==> config.mk <==
export PLATFORM = sky130hd
export DESIGN_NAME = dashed_polyline_segmenter_flat
export DESIGN_NICKNAME = d
export VERILOG_FILES = /design/src/dps_pkg.sv /design/src/dps_if.sv /design/src/dashed_polyline_segmenter.sv /design/src/dps_sqrt.sv /design/src/dps_muldiv.sv /design/src/flat_wrapper.sv
export VERILOG_INCLUDE_DIRS = /design/src /design/src/src
export SDC_FILE = /design/constraint.sdc
export NUM_CORES = 2
export LEC_CHECK = 0
export ABC_AREA = 1
export BUFFER_PORTS_ARGS = -buffer_cell sky130_fd_sc_hd__buf_2
export CAP_MARGIN = 20
export CORE_ASPECT_RATIO = 1.2
export CORE_MARGIN = 2
export CORE_UTILIZATION = 30
export CTS_CLUSTER_SIZE = 40
export DETAILED_ROUTE_END_ITERATION = 7
export PLACE_DENSITY_LB_ADDON = 0.15
export RECOVER_POWER = 50
export SYNTH_ARGS = -nofsm -noshare
export SYNTH_HDL_FRONTEND = slang
export SYNTH_SLANG_ARGS = --single-unit
==> constraint.sdc <==
create_clock -name clk_i -period 15.4 [get_ports clk_i]
set_input_delay 0.77 -clock clk_i [delete_from_list [all_inputs] [get_ports clk_i]]
set_output_delay 0.77 -clock clk_i [all_outputs]
set_load 0.1 [all_outputs]
==> src/dashed_polyline_segmenter_macros.svh <==
// Assertion macros shared by the dashed polyline segmenter RTL.
`ifndef DASHED_POLYLINE_SEGMENTER_MACROS_SVH
`define DASHED_POLYLINE_SEGMENTER_MACROS_SVH
`ifndef SYNTHESIS
`define DPS_ASSERT(lbl, clk, rstn, ante, cons) \
  lbl: assert property (@(posedge clk) disable iff (!rstn) (ante) |-> (cons)) \
    else $error("dps: same-cycle check failed");
`define DPS_ASSERT_NEXT(lbl, clk, rstn, ante, cons) \
  lbl: assert property (@(posedge clk) disable iff (!rstn) (ante) |=> (cons)) \
    else $error("dps: next-cycle check failed");
`else
`define DPS_ASSERT(lbl, clk, rstn, ante, cons)
`define DPS_ASSERT_NEXT(lbl, clk, rstn, ante, cons)
`endif
`endif

==> src/dps_pkg.sv <==
// Types, constants and helpers of the dashed polyline segmenter.
`timescale 1ns / 1ps
`default_nettype none
package dps_pkg;

  localparam int NumLenRegs = 6;
  localparam int LenW       = 16;
  localparam int CntW       = 3;
  localparam int CfgIdxW    = 3;

  // Configuration register indexes
  localparam logic [CfgIdxW-1:0] RegDashCount = 3'd0;
  localparam logic [CfgIdxW-1:0] RegDashLen0  = 3'd1;
  localparam logic [CfgIdxW-1:0] RegDashLen5  = 3'd6;

  localparam logic [LenW-1:0] LenResetVal = 16'd16;

  typedef logic [NumLenRegs-1:0][LenW-1:0] dps_len_arr_t;

  typedef enum logic [3:0] {
    ST_IDLE,
    ST_SOLID,
    ST_SQRT_GO,
    ST_SQRT,
    ST_WALK1,
    ST_WALK2,
    ST_COORD_GO,
    ST_COORD,
    ST_EMIT
  } dps_state_e;

  typedef enum logic [2:0] {
    SQ_IDLE,
    SQ_MULX,
    SQ_MULY,
    SQ_ITER,
    SQ_ROUND
  } dps_sqrt_state_e;

  typedef enum logic [1:0] {
    MD_IDLE,
    MD_MUL,
    MD_DIV
  } dps_md_state_e;

  // Pattern length lookup: out-of-range entries and zero lengths read as one
  function automatic logic [LenW-1:0] len_sel(dps_len_arr_t lens, logic [CntW-1:0] idx);
    logic [LenW-1:0] v;
    v = (idx < CntW'(NumLenRegs)) ? lens[idx] : '0;
    if (v == '0) begin
      v = LenW'(1);
    end
    return v;
  endfunction

endpackage
`default_nettype wire

==> src/dps_if.sv <==
// Channel interfaces: vertex input, segment output and register write.
`timescale 1ns / 1ps
`default_nettype none
interface dps_point_if #(parameter int W = 16);
  logic                valid;
  logic                ready;
  logic signed [W-1:0] point_x;
  logic signed [W-1:0] point_y;
  logic                point_null;
  logic                first_point;
  modport source (output valid, point_x, point_y, point_null, first_point, input ready);
  modport sink (input valid, point_x, point_y, point_null, first_point, output ready);
endinterface

interface dps_seg_if #(parameter int W = 16);
  logic                valid;
  logic                ready;
  logic signed [W-1:0] seg_x0;
  logic signed [W-1:0] seg_y0;
  logic signed [W-1:0] seg_x1;
  logic signed [W-1:0] seg_y1;
  logic                last_piece;
  logic                truncated;
  modport source (output valid, seg_x0, seg_y0, seg_x1, seg_y1, last_piece, truncated,
                  input ready);
  modport sink (input valid, seg_x0, seg_y0, seg_x1, seg_y1, last_piece, truncated,
                output ready);
endinterface

interface dps_cfg_if;
  logic        valid;
  logic        ready;
  logic [2:0]  index;
  logic [15:0] data;
  modport source (output valid, index, data, input ready);
  modport sink (input valid, index, data, output ready);
endinterface
`default_nettype wire

==> src/dashed_polyline_segmenter.sv <==
// Top level: vertex sequencer, dash pattern walker and segment output register.
`timescale 1ns / 1ps
`default_nettype none
`include "dashed_polyline_segmenter_macros.svh"
// One vertex is taken at a time; in_i.ready is high only while the sequencer
// idles. A dashed edge first gets its length (both axes squared, one root bit
// per cycle, rounding), then a first walk over the pattern pieces counts the
// drawn pieces, then a second walk sends each drawn piece through the shared
// multiply/divide unit (one quotient bit per cycle) and steps over gap pieces.
// The count pass lets truncated be flagged on every piece of a cut edge. The
// last piece of a vertex waits in the output register while the next vertex
// is taken.
module dashed_polyline_segmenter import dps_pkg::*; #(
  parameter int MAX_DASHES = 6,
  parameter int MAX_PIECES = 64,
  parameter int COORD_BITS = 16
) (
  input  wire logic clk_i,
  input  wire logic rst_ni,
  dps_point_if.sink   in_i,
  dps_seg_if.source   out_o,
  dps_cfg_if.sink     cfg_i
);
  localparam int C   = COORD_BITS;
  localparam int DW  = C + 1;
  localparam int XW  = (DW > LenW) ? DW : LenW;
  localparam int PCW = $clog2(MAX_PIECES + 1);
  localparam logic [CntW-1:0] MaxDash   = CntW'(MAX_DASHES);
  localparam logic [PCW-1:0]  MaxPieces = PCW'(MAX_PIECES);

  dps_state_e state_q, state_d;

  // Configuration
  logic [CntW-1:0] dash_count_q;
  dps_len_arr_t    lens_q;
  logic [CntW-1:0] cnt;

  // Vertex and edge
  logic signed [C-1:0] px_q, py_q, bx_q, by_q;
  logic                bv_q;
  logic [C-1:0]        mx_q, my_q;
  logic                sx_q, sy_q;
  logic signed [C:0]   dx, dy;
  logic [DW-1:0]       d_q;

  // Pattern state and walk
  logic [CntW-1:0] pidx_q, w_idx_q;
  logic [LenW-1:0] prem_q, w_rem_q;
  logic [DW-1:0]   pos_q;
  logic [PCW-1:0]  n1_q, emit_cnt_q;
  logic            cut_q;

  // Piece coordinates
  logic [1:0]   cidx_q;
  logic [C-1:0] pc_q [4];

  // Output register
  logic         out_vld_q, out_load, out_free;
  logic [C-1:0] ox0_q, oy0_q, ox1_q, oy1_q;
  logic         olast_q, otrunc_q;

  // Unit handshakes
  logic         sqrt_start, sqrt_done, md_start, md_done;
  logic [DW-1:0] root;
  logic [C-1:0] md_q, md_m, base, coord;
  logic [DW-1:0] md_t;
  logic         in_acc, in_ready;

  // Step of the dash walk
  logic [LenW-1:0] rem_eff, nlen, rem_part;
  logic [DW-1:0]   avail, step_end;
  logic            full, more, drawn;
  logic [CntW:0]   inc_idx;
  logic [CntW-1:0] nidx;

  assign cnt     = (dash_count_q > MaxDash) ? MaxDash : dash_count_q;
  assign in_acc  = in_i.valid && in_ready;
  assign in_i.ready  = in_ready;
  assign cfg_i.ready = 1'b1;
  assign out_free = !out_vld_q || out_o.ready;

  assign dx = (C+1)'(in_i.point_x) - (C+1)'(bx_q);
  assign dy = (C+1)'(in_i.point_y) - (C+1)'(by_q);

  assign rem_eff  = (w_rem_q == '0) ? LenW'(1) : w_rem_q;
  assign avail    = d_q - pos_q;
  assign full     = XW'(rem_eff) <= XW'(avail);
  assign step_end = full ? DW'(XW'(pos_q) + XW'(rem_eff)) : d_q;
  assign inc_idx  = {1'b0, w_idx_q} + (CntW+1)'(1);
  assign nidx     = (inc_idx >= {1'b0, cnt}) ? '0 : inc_idx[CntW-1:0];
  assign nlen     = len_sel(lens_q, nidx);
  assign rem_part = rem_eff - LenW'(XW'(avail));
  assign more     = pos_q < d_q;
  assign drawn    = !w_idx_q[0];

  // Operands of the scaling unit and the finished coordinate
  assign md_m  = cidx_q[0] ? my_q : mx_q;
  assign md_t  = cidx_q[1] ? step_end : pos_q;
  assign base  = cidx_q[0] ? by_q : bx_q;
  assign coord = (cidx_q[0] ? sy_q : sx_q) ? base - md_q : base + md_q;

  dps_sqrt #(.MW(C)) u_sqrt (
    .clk_i   (clk_i),
    .rst_ni  (rst_ni),
    .start_i (sqrt_start),
    .ax_i    (mx_q),
    .ay_i    (my_q),
    .done_o  (sqrt_done),
    .root_o  (root)
  );

  dps_muldiv #(.MW(C)) u_muldiv (
    .clk_i   (clk_i),
    .rst_ni  (rst_ni),
    .start_i (md_start),
    .m_i     (md_m),
    .t_i     (md_t),
    .d_i     (d_q),
    .done_o  (md_done),
    .q_o     (md_q)
  );

  // State register
  always_ff @(posedge clk_i or negedge rst_ni) begin
    if (!rst_ni) begin
      state_q <= ST_IDLE;
    end else begin
      state_q <= state_d;
    end
  end

  // Sequencer
  always_comb begin
    state_d    = state_q;
    in_ready   = 1'b0;
    sqrt_start = 1'b0;
    md_start   = 1'b0;
    out_load   = 1'b0;
    case (state_q)
      ST_IDLE: begin
        in_ready = 1'b1;
        if (in_acc && !in_i.point_null && !in_i.first_point && bv_q) begin
          state_d = (cnt == '0) ? ST_SOLID : ST_SQRT_GO;
        end
      end
      ST_SOLID: begin
        if (out_free) begin
          out_load = 1'b1;
          state_d  = ST_IDLE;
        end
      end
      ST_SQRT_GO: begin
        sqrt_start = 1'b1;
        state_d    = ST_SQRT;
      end
      ST_SQRT: if (sqrt_done) state_d = ST_WALK1;
      ST_WALK1: begin
        if (!more || (drawn && n1_q == MaxPieces)) state_d = ST_WALK2;
      end
      ST_WALK2: begin
        if (!more || (drawn && emit_cnt_q == MaxPieces)) begin
          state_d = ST_IDLE;
        end else if (drawn) begin
          state_d = ST_COORD_GO;
        end
      end
      ST_COORD_GO: begin
        md_start = 1'b1;
        state_d  = ST_COORD;
      end
      ST_COORD: begin
        if (md_done) state_d = (cidx_q == 2'd3) ? ST_EMIT : ST_COORD_GO;
      end
      ST_EMIT: begin
        if (out_free) begin
          out_load = 1'b1;
          state_d  = ST_WALK2;
        end
      end
      default: state_d = ST_IDLE;
    endcase
  end

  // Control state: registers, pattern, walk counters, output valid
  always_ff @(posedge clk_i or negedge rst_ni) begin
    if (!rst_ni) begin
      dash_count_q <= '0;
      lens_q       <= {NumLenRegs{LenResetVal}};
      bv_q         <= 1'b0;
      pidx_q       <= '0;
      prem_q       <= LenResetVal;
      w_idx_q      <= '0;
      w_rem_q      <= LenResetVal;
      pos_q        <= '0;
      n1_q         <= '0;
      emit_cnt_q   <= '0;
      cut_q        <= 1'b0;
      out_vld_q    <= 1'b0;
    end else begin
      // Register writes
      if (cfg_i.valid) begin
        if (cfg_i.index == RegDashCount) begin
          dash_count_q <= cfg_i.data[CntW-1:0];
        end else if (cfg_i.index >= RegDashLen0 && cfg_i.index <= RegDashLen5) begin
          lens_q[CntW'(cfg_i.index - RegDashLen0)] <= cfg_i.data;
        end
      end
      // Vertex bookkeeping
      if (in_acc) begin
        if (in_i.first_point) begin
          pidx_q <= '0;
          prem_q <= len_sel(lens_q, '0);
        end
        if (in_i.point_null) begin
          bv_q <= 1'b0;
        end else if (in_i.first_point || !bv_q) begin
          bv_q <= 1'b1;
        end
      end
      // Start the counting walk from the held pattern state
      if (state_q == ST_SQRT && sqrt_done) begin
        w_idx_q <= pidx_q;
        w_rem_q <= prem_q;
        pos_q   <= '0;
        n1_q    <= '0;
        cut_q   <= 1'b0;
      end
      if (state_q == ST_WALK1) begin
        if (state_d == ST_WALK2) begin
          if (more) cut_q <= 1'b1;
          w_idx_q    <= pidx_q;
          w_rem_q    <= prem_q;
          pos_q      <= '0;
          emit_cnt_q <= '0;
        end else begin
          if (drawn) n1_q <= n1_q + PCW'(1);
          w_idx_q <= full ? nidx : w_idx_q;
          w_rem_q <= full ? nlen : rem_part;
          pos_q   <= step_end;
        end
      end
      // Emitting walk: advance over gaps and after each issued piece
      if (state_q == ST_WALK2) begin
        if (state_d == ST_IDLE) begin
          pidx_q <= w_idx_q;
          prem_q <= w_rem_q;
        end else if (!drawn) begin
          w_idx_q <= full ? nidx : w_idx_q;
          w_rem_q <= full ? nlen : rem_part;
          pos_q   <= step_end;
        end
      end
      if (state_q == ST_EMIT && out_free) begin
        emit_cnt_q <= emit_cnt_q + PCW'(1);
        w_idx_q    <= full ? nidx : w_idx_q;
        w_rem_q    <= full ? nlen : rem_part;
        pos_q      <= step_end;
      end
      // Output valid
      if (out_load) begin
        out_vld_q <= 1'b1;
      end else if (out_o.ready) begin
        out_vld_q <= 1'b0;
      end
    end
  end

  // Payload registers
  always_ff @(posedge clk_i) begin
    if (in_acc) begin
      px_q <= in_i.point_x;
      py_q <= in_i.point_y;
      mx_q <= dx[C] ? C'(-dx) : C'(dx);
      my_q <= dy[C] ? C'(-dy) : C'(dy);
      sx_q <= dx[C];
      sy_q <= dy[C];
      if (!in_i.point_null && (in_i.first_point || !bv_q)) begin
        bx_q <= in_i.point_x;
        by_q <= in_i.point_y;
      end
    end
    if (state_q == ST_SOLID && out_free) begin
      ox0_q    <= bx_q;
      oy0_q    <= by_q;
      ox1_q    <= px_q;
      oy1_q    <= py_q;
      olast_q  <= 1'b1;
      otrunc_q <= 1'b0;
      bx_q     <= px_q;
      by_q     <= py_q;
    end
    if (state_q == ST_SQRT && sqrt_done) begin
      d_q <= root;
    end
    if (state_q == ST_WALK2) begin
      cidx_q <= '0;
      if (state_d == ST_IDLE) begin
        bx_q <= px_q;
        by_q <= py_q;
      end
    end
    if (state_q == ST_COORD && md_done) begin
      pc_q[cidx_q] <= coord;
      cidx_q       <= cidx_q + 2'd1;
    end
    if (state_q == ST_EMIT && out_free) begin
      ox0_q    <= pc_q[0];
      oy0_q    <= pc_q[1];
      ox1_q    <= pc_q[2];
      oy1_q    <= pc_q[3];
      olast_q  <= (emit_cnt_q + PCW'(1)) == n1_q;
      otrunc_q <= cut_q;
    end
  end

  assign out_o.valid      = out_vld_q;
  assign out_o.seg_x0     = ox0_q;
  assign out_o.seg_y0     = oy0_q;
  assign out_o.seg_x1     = ox1_q;
  assign out_o.seg_y1     = oy1_q;
  assign out_o.last_piece = olast_q;
  assign out_o.truncated  = otrunc_q;

  // Checks
  `DPS_ASSERT(a_emit_bound, clk_i, rst_ni, state_q == ST_EMIT, emit_cnt_q < n1_q)
  `DPS_ASSERT(a_pos_bound, clk_i, rst_ni, state_q == ST_WALK1 || state_q == ST_WALK2, pos_q <= d_q)
  `DPS_ASSERT(a_cut_full, clk_i, rst_ni, cut_q && state_q == ST_WALK2, n1_q == MaxPieces)
  `DPS_ASSERT_NEXT(a_commit, clk_i, rst_ni, state_q == ST_WALK2 && state_d == ST_IDLE, pidx_q == $past(w_idx_q))
endmodule
`default_nettype wire

==> src/dps_sqrt.sv <==
// Edge length unit: squares both inputs in turn, then a bit-pair square root.
`timescale 1ns / 1ps
`default_nettype none
module dps_sqrt import dps_pkg::*; #(
  parameter int MW = 16
) (
  input  wire logic          clk_i,
  input  wire logic          rst_ni,
  input  wire logic          start_i,
  input  wire logic [MW-1:0] ax_i,
  input  wire logic [MW-1:0] ay_i,
  output logic               done_o,
  output logic [MW:0]        root_o
);
  localparam int SW = 2 * MW + 2;

  dps_sqrt_state_e st_q, st_d;
  logic [MW-1:0] ax_q, ay_q;
  logic [SW-1:0] x_q, r_q, bit_q;
  logic [SW-1:0] rb;
  logic          ge;
  logic          done_q;
  logic [MW:0]   root_q;

  assign rb = r_q + bit_q;
  assign ge = x_q >= rb;

  // State register
  always_ff @(posedge clk_i or negedge rst_ni) begin
    if (!rst_ni) begin
      st_q   <= SQ_IDLE;
      done_q <= 1'b0;
    end else begin
      st_q   <= st_d;
      done_q <= (st_q == SQ_ROUND);
    end
  end

  // Next state
  always_comb begin
    st_d = st_q;
    case (st_q)
      SQ_IDLE:  if (start_i) st_d = SQ_MULX;
      SQ_MULX:  st_d = SQ_MULY;
      SQ_MULY:  st_d = SQ_ITER;
      SQ_ITER:  if (bit_q[0]) st_d = SQ_ROUND;
      SQ_ROUND: st_d = SQ_IDLE;
      default:  st_d = SQ_IDLE;
    endcase
  end

  // Square, accumulate, then one root bit per cycle
  always_ff @(posedge clk_i) begin
    case (st_q)
      SQ_IDLE: begin
        ax_q <= ax_i;
        ay_q <= ay_i;
      end
      SQ_MULX: x_q <= SW'(ax_q) * SW'(ax_q);
      SQ_MULY: begin
        x_q   <= x_q + SW'(ay_q) * SW'(ay_q);
        r_q   <= '0;
        bit_q <= SW'(1) << (SW - 2);
      end
      SQ_ITER: begin
        if (ge) begin
          x_q <= x_q - rb;
          r_q <= (r_q >> 1) + bit_q;
        end else begin
          r_q <= r_q >> 1;
        end
        bit_q <= bit_q >> 2;
      end
      SQ_ROUND: root_q <= (x_q > r_q) ? (MW+1)'(r_q + SW'(1)) : (MW+1)'(r_q);
      default: ;
    endcase
  end

  assign done_o = done_q;
  assign root_o = root_q;
endmodule
`default_nettype wire

==> src/dps_muldiv.sv <==
// Scaling unit: round(m * t / d) by one multiply and a restoring divide.
`timescale 1ns / 1ps
`default_nettype none
module dps_muldiv import dps_pkg::*; #(
  parameter int MW = 16
) (
  input  wire logic          clk_i,
  input  wire logic          rst_ni,
  input  wire logic          start_i,
  input  wire logic [MW-1:0] m_i,
  input  wire logic [MW:0]   t_i,
  input  wire logic [MW:0]   d_i,
  output logic               done_o,
  output logic [MW-1:0]      q_o
);
  localparam int DW = MW + 1;
  localparam int NW = MW + DW + 1;
  localparam int CW = $clog2(MW);

  dps_md_state_e st_q, st_d;
  logic [MW-1:0] m_q, low_q;
  logic [DW-1:0] t_q, d_q, rem_q;
  logic [NW-1:0] num;
  logic [DW:0]   trial;
  logic          ge;
  logic [CW-1:0] cnt_q;
  logic          last_iter;
  logic          done_q;

  assign num       = NW'(m_q) * NW'(t_q) + NW'(d_q >> 1);
  assign trial     = {rem_q, low_q[MW-1]};
  assign ge        = trial >= {1'b0, d_q};
  assign last_iter = (cnt_q == CW'(MW - 1));

  // State register
  always_ff @(posedge clk_i or negedge rst_ni) begin
    if (!rst_ni) begin
      st_q   <= MD_IDLE;
      done_q <= 1'b0;
    end else begin
      st_q   <= st_d;
      done_q <= (st_q == MD_DIV) && last_iter;
    end
  end

  // Next state
  always_comb begin
    st_d = st_q;
    case (st_q)
      MD_IDLE: if (start_i) st_d = MD_MUL;
      MD_MUL:  st_d = MD_DIV;
      MD_DIV:  if (last_iter) st_d = MD_IDLE;
      default: st_d = MD_IDLE;
    endcase
  end

  // Quotient stays below 2^MW, so the top part of the product starts below d
  always_ff @(posedge clk_i) begin
    case (st_q)
      MD_IDLE: begin
        m_q <= m_i;
        t_q <= t_i;
        d_q <= d_i;
      end
      MD_MUL: begin
        rem_q <= num[MW+DW-1:MW];
        low_q <= num[MW-1:0];
        cnt_q <= '0;
      end
      MD_DIV: begin
        rem_q <= ge ? DW'(trial - {1'b0, d_q}) : DW'(trial);
        low_q <= {low_q[MW-2:0], ge};
        cnt_q <= cnt_q + CW'(1);
      end
      default: ;
    endcase
  end

  assign done_o = done_q;
  assign q_o    = low_q;
endmodule
`default_nettype wire
==> src/flat_wrapper.sv <==
// flat-port wrapper written by rule: the top's interface ports become plain ports
module dashed_polyline_segmenter_flat import dps_pkg::*;
#(
  parameter int MAX_DASHES = 6,
  parameter int MAX_PIECES = 64,
  parameter int COORD_BITS = 16
)
  (clk_i, rst_ni, in_i_valid, in_i_point_x, in_i_point_y, in_i_point_null, in_i_first_point, in_i_ready, out_o_valid, out_o_seg_x0, out_o_seg_y0, out_o_seg_x1, out_o_seg_y1, out_o_last_piece, out_o_truncated, out_o_ready, cfg_i_valid, cfg_i_index, cfg_i_data, cfg_i_ready);
  dps_point_if in_i_i ();
  dps_seg_if out_o_i ();
  dps_cfg_if cfg_i_i ();
  input  wire logic clk_i;
  input  wire logic rst_ni;
  input wire logic [$bits(in_i_i.valid)-1:0] in_i_valid;
  input wire logic [$bits(in_i_i.point_x)-1:0] in_i_point_x;
  input wire logic [$bits(in_i_i.point_y)-1:0] in_i_point_y;
  input wire logic [$bits(in_i_i.point_null)-1:0] in_i_point_null;
  input wire logic [$bits(in_i_i.first_point)-1:0] in_i_first_point;
  output wire logic [$bits(in_i_i.ready)-1:0] in_i_ready;
  output wire logic [$bits(out_o_i.valid)-1:0] out_o_valid;
  output wire logic [$bits(out_o_i.seg_x0)-1:0] out_o_seg_x0;
  output wire logic [$bits(out_o_i.seg_y0)-1:0] out_o_seg_y0;
  output wire logic [$bits(out_o_i.seg_x1)-1:0] out_o_seg_x1;
  output wire logic [$bits(out_o_i.seg_y1)-1:0] out_o_seg_y1;
  output wire logic [$bits(out_o_i.last_piece)-1:0] out_o_last_piece;
  output wire logic [$bits(out_o_i.truncated)-1:0] out_o_truncated;
  input wire logic [$bits(out_o_i.ready)-1:0] out_o_ready;
  input wire logic [$bits(cfg_i_i.valid)-1:0] cfg_i_valid;
  input wire logic [$bits(cfg_i_i.index)-1:0] cfg_i_index;
  input wire logic [$bits(cfg_i_i.data)-1:0] cfg_i_data;
  output wire logic [$bits(cfg_i_i.ready)-1:0] cfg_i_ready;
  assign in_i_i.valid = in_i_valid;
  assign in_i_i.point_x = in_i_point_x;
  assign in_i_i.point_y = in_i_point_y;
  assign in_i_i.point_null = in_i_point_null;
  assign in_i_i.first_point = in_i_first_point;
  assign in_i_ready = in_i_i.ready;
  assign out_o_valid = out_o_i.valid;
  assign out_o_seg_x0 = out_o_i.seg_x0;
  assign out_o_seg_y0 = out_o_i.seg_y0;
  assign out_o_seg_x1 = out_o_i.seg_x1;
  assign out_o_seg_y1 = out_o_i.seg_y1;
  assign out_o_last_piece = out_o_i.last_piece;
  assign out_o_truncated = out_o_i.truncated;
  assign out_o_i.ready = out_o_ready;
  assign cfg_i_i.valid = cfg_i_valid;
  assign cfg_i_i.index = cfg_i_index;
  assign cfg_i_i.data = cfg_i_data;
  assign cfg_i_ready = cfg_i_i.ready;
  dashed_polyline_segmenter #(.MAX_DASHES(MAX_DASHES), .MAX_PIECES(MAX_PIECES), .COORD_BITS(COORD_BITS)) u_core (.clk_i(clk_i), .rst_ni(rst_ni), .in_i(in_i_i), .out_o(out_o_i), .cfg_i(cfg_i_i));
endmodule
==> results.md <==
- Tmin final: 7780 ps
- Yosys synthesis warning count: 0
- First-pass GRT wire length: 331 mm
- Number of global-route vias before repair: 54,387
- CP Launch Point: u_core.cidx_q[0]
- IO Count: 127
- Post-synthesis sequential area ratio: 0.280
- Clock-pin slew on the worst setup and hold paths: 60 ps
- Synth Net Count: 9,303
- Slew HR: -1.63
- CORE AREA: 216,000 sq um
- EDFF count, synth: 436
- Status: finished with violations
- Final Setup Violations: 0
- Number of detailed-route iterations in the first pass: 6
- Final hold viol count: 0
- GR Util All Layers: 0.193
- Hold_buf cts: 1
- Post-DP HPWL: 170 mm
- Hold_ws: 371 ps
- CTS H-tree depth: 3
- Share of cells above drive strength 1: 0.0363
- Final GP Congestion: 0.902
- Hold Path Class: in -> reg
- # clock sinks: 650
- Die area: 221,000 sq um
- Largest net degree at the start of global routing: 88
- Setup TNS: 0 ps
- WL per Instance: 19.4 um
- RSZ-0062 raised after global routing: false
- Routed Antenna Nets: 0
- Worst reg2reg path depth: 15
- Post-CTS Setup Bufs: 0
- CTS tree: done
- Worst setup SP type: register
- Post-CTS sizing: 0
- Synth Flop Type: edfxtp_1
- Worst R2R End: u_core.pc_q[3][15]
- Distinct cell type count after synthesis: 68
- Critical path class: reg -> reg
- Initial antenna violation count: 15
- Starting density of the core: 0.302
- Syn_area_per_cell: 8.06 sq um
- Failing checks: capacitance limit, slew limit
- Synthesized area: 65,300 sq um
- Root Driver: clkbuf_16
- CTS Buf Count: 74
- Worst path required time: 15,810 ps
- DRT Wirelength: 213 mm
- Num rows: 187
- Worst skew pair latency: 740 ps
- Syn Inst Count: 8,097
- Post-DR vias/cell: 4.79
- Die W: 430 um
- Count of input and output buffers: 125
- Clock Skew: 66.2 ps
- Slew Limit Fails: 533
- Drc violations: 0
- Worst slew pin tran: 3950 ps
- Synthesis-to-layout area growth: 9.12%
- Worst Setup EP: u_core.pc_q[3][15]
- Max Cap Viol: 14
- GRT Residual Overflow: 0
- Iter 0 DRT Violations: 3,399
- Die Height: 515 um
- Worst setup EP type: register
- Peak Freq: 129 MHz
- Period utilisation layout: 0.505
- R2r startpoint: u_core.cidx_q[0]
- #FFs+latches synth: 650
- Reg-to-reg setup timing slack: 7620 ps
- Asr flop ratio synth: 0.280
- Nets: 9,289
- Setup slack after layout: 7620 ps
- Setup WS pre-CTS: 8730 ps
- Crit-path max FO: 53
- Clock Path Buffers: 3
- Worst Hold Depth: 3
- Worst Path Arrival: 8190 ps
- Via count: 52,569
[layout make-up]
| cell class | count | area, sq um |
|---|---|---|
| fill | 22920 | 145000 |
| multi-input combinational | 5503 | 39600 |
| sequential | 650 | 18300 |
| inverter | 1663 | 6240 |
| tap | 2835 | 3550 |
| clock buffer | 97 | 2070 |
| timing repair buffer | 191 | 972 |
| clock inverter | 41 | 508 |
| antenna | 4 | 10.0 |
[per-layer routing]
metal	part of all wire	routed length [um]	vias to the layer above	track usage
li1	-	-	25582	-
met1	0.45	97000	25704	0.259
met2	0.49	105000	1077	0.338
met3	0.036	7580	204	0.0150
met4	0.020	4210	2	0.0431
met5	0.000037	8	-	0
[placed cells by master, fill, tap and decap left out, drive strengths merged, types with 32 or more instances in the layout]
cell / n
buf: 86
clkinv: 42
o21bai: 42
nand4: 111
inv: 1656
fa: 589
xnor2: 82
nor2: 392
a31oi: 32
nand2: 1942
edfxtp: 436
a21o: 45
dfrtp: 174
dfxtp: 32
o21ai: 551
or2: 37
clkbuf: 201
xor2: 166
nor3: 96
a21oi: 387
ha: 559
nand3: 304
[state kept, by name (all words and copies together), names as in the netlist, 17 cells and up]
name	cells
u_core.pc_q	64
u_core.u_sqrt.bit_q	17
u_core.lens_q	96
u_core.d_q	17
u_core.u_sqrt.r_q	34
u_core.pos_q	17
u_core.u_sqrt.x_q	34
u_core.u_muldiv.t_q	17
u_core.u_sqrt.root_o	17
u_core.u_muldiv.rem_q	17
u_core.u_muldiv.d_q	17
[cells in the mapped netlist, types with 4 or more instances]
| master | count | share of area |
|---|---|---|
| a211oi_1 | 8 | 0.00092 |
| a21boi_0 | 9 | 0.0010 |
| a21o_1 | 45 | 0.0052 |
| a21oi_1 | 384 | 0.029 |
| a221oi_1 | 10 | 0.0013 |
| a22oi_1 | 14 | 0.0016 |
| a31oi_1 | 31 | 0.0030 |
| buf_1 | 10 | 0.00057 |
| buf_2 | 17 | 0.0013 |
| buf_4 | 5 | 0.00057 |
| buf_6 | 6 | 0.0010 |
| clkbuf_1 | 241 | 0.014 |
| clkinv_1 | 9 | 0.00052 |
| dfrtp_1 | 174 | 0.067 |
| dfstp_2 | 8 | 0.0032 |
| dfxtp_1 | 32 | 0.0098 |
| edfxtp_1 | 436 | 0.20 |
| fa_1 | 589 | 0.18 |
| ha_1 | 559 | 0.11 |
| inv_1 | 1645 | 0.095 |
| inv_2 | 9 | 0.00052 |
| nand2_1 | 1936 | 0.11 |
| nand2_2 | 4 | 0.00038 |
| nand3_1 | 300 | 0.023 |
| nand3b_1 | 11 | 0.0013 |
| nand4_1 | 110 | 0.011 |
| nor2_1 | 384 | 0.022 |
| nor2_2 | 5 | 0.00048 |
| nor3_1 | 94 | 0.0072 |
| nor4_1 | 19 | 0.0018 |
| o211ai_1 | 19 | 0.0022 |
| o211ai_2 | 5 | 0.00096 |
| o21a_1 | 12 | 0.0014 |
| o21ai_0 | 526 | 0.040 |
| o21ai_1 | 23 | 0.0018 |
| o21bai_1 | 41 | 0.0047 |
| o22ai_1 | 19 | 0.0018 |
| o31ai_1 | 14 | 0.0016 |
| or2_2 | 37 | 0.0035 |
| xnor2_1 | 82 | 0.011 |
| xor2_1 | 166 | 0.022 |
[worst min path at each step]
stage	start	end	slack, ps
floorplan	u_core.u_sqrt.root_o[0]	u_core.d_q[0]	400
global placement	u_core.u_sqrt.root_o[15]	u_core.d_q[15]	400
detailed placement	u_core.u_sqrt.root_o[2]	u_core.d_q[2]	410
CTS	in_i_point_x[0]	u_core.px_q[0]	250
global route	in_i_point_x[0]	u_core.px_q[0]	360
finish	cfg_i_data[15]	u_core.lens_q[31]	370
[through the flow]
step	cell area, sq um	std cells	util
detailed placement	68900	10839	0.318
CTS	71400	10978	0.330
floorplan	65300	8097	-
global placement	68800	10838	0.318
global route	71300	10981	0.329
finish	71300	10984	0.329
[critical path, stage by stage (launching register included)]
cell	delay, ps
edfxtp_1	320
clkbuf_1	1900
clkinv_1	1380
or2_2	680
o21ai_2	180
clkinv_1	360
nor2_1	190
xor2_1	310
ha_1	340
a21o_1	170
a31oi_1	390
nor3_1	90
nor3_1	430
nor3_1	80
a211oi_1	400
xnor2_1	260
[cells by family after synthesis]
logic type                 Yosys count  synth area share
xor gates and xnor gates           248            0.0333
buffers and inverters             1944             0.113
and+or+nand+nor                   2917             0.184
adders and majority gates         1148             0.288
DFF                                650             0.280
AOI/OAI and AO/OA                 1189             0.102
other                                1         0.0000574
Power is not shown: default switching activity piles up to over one toggle a cycle in this logic, so the estimate is an artifact.
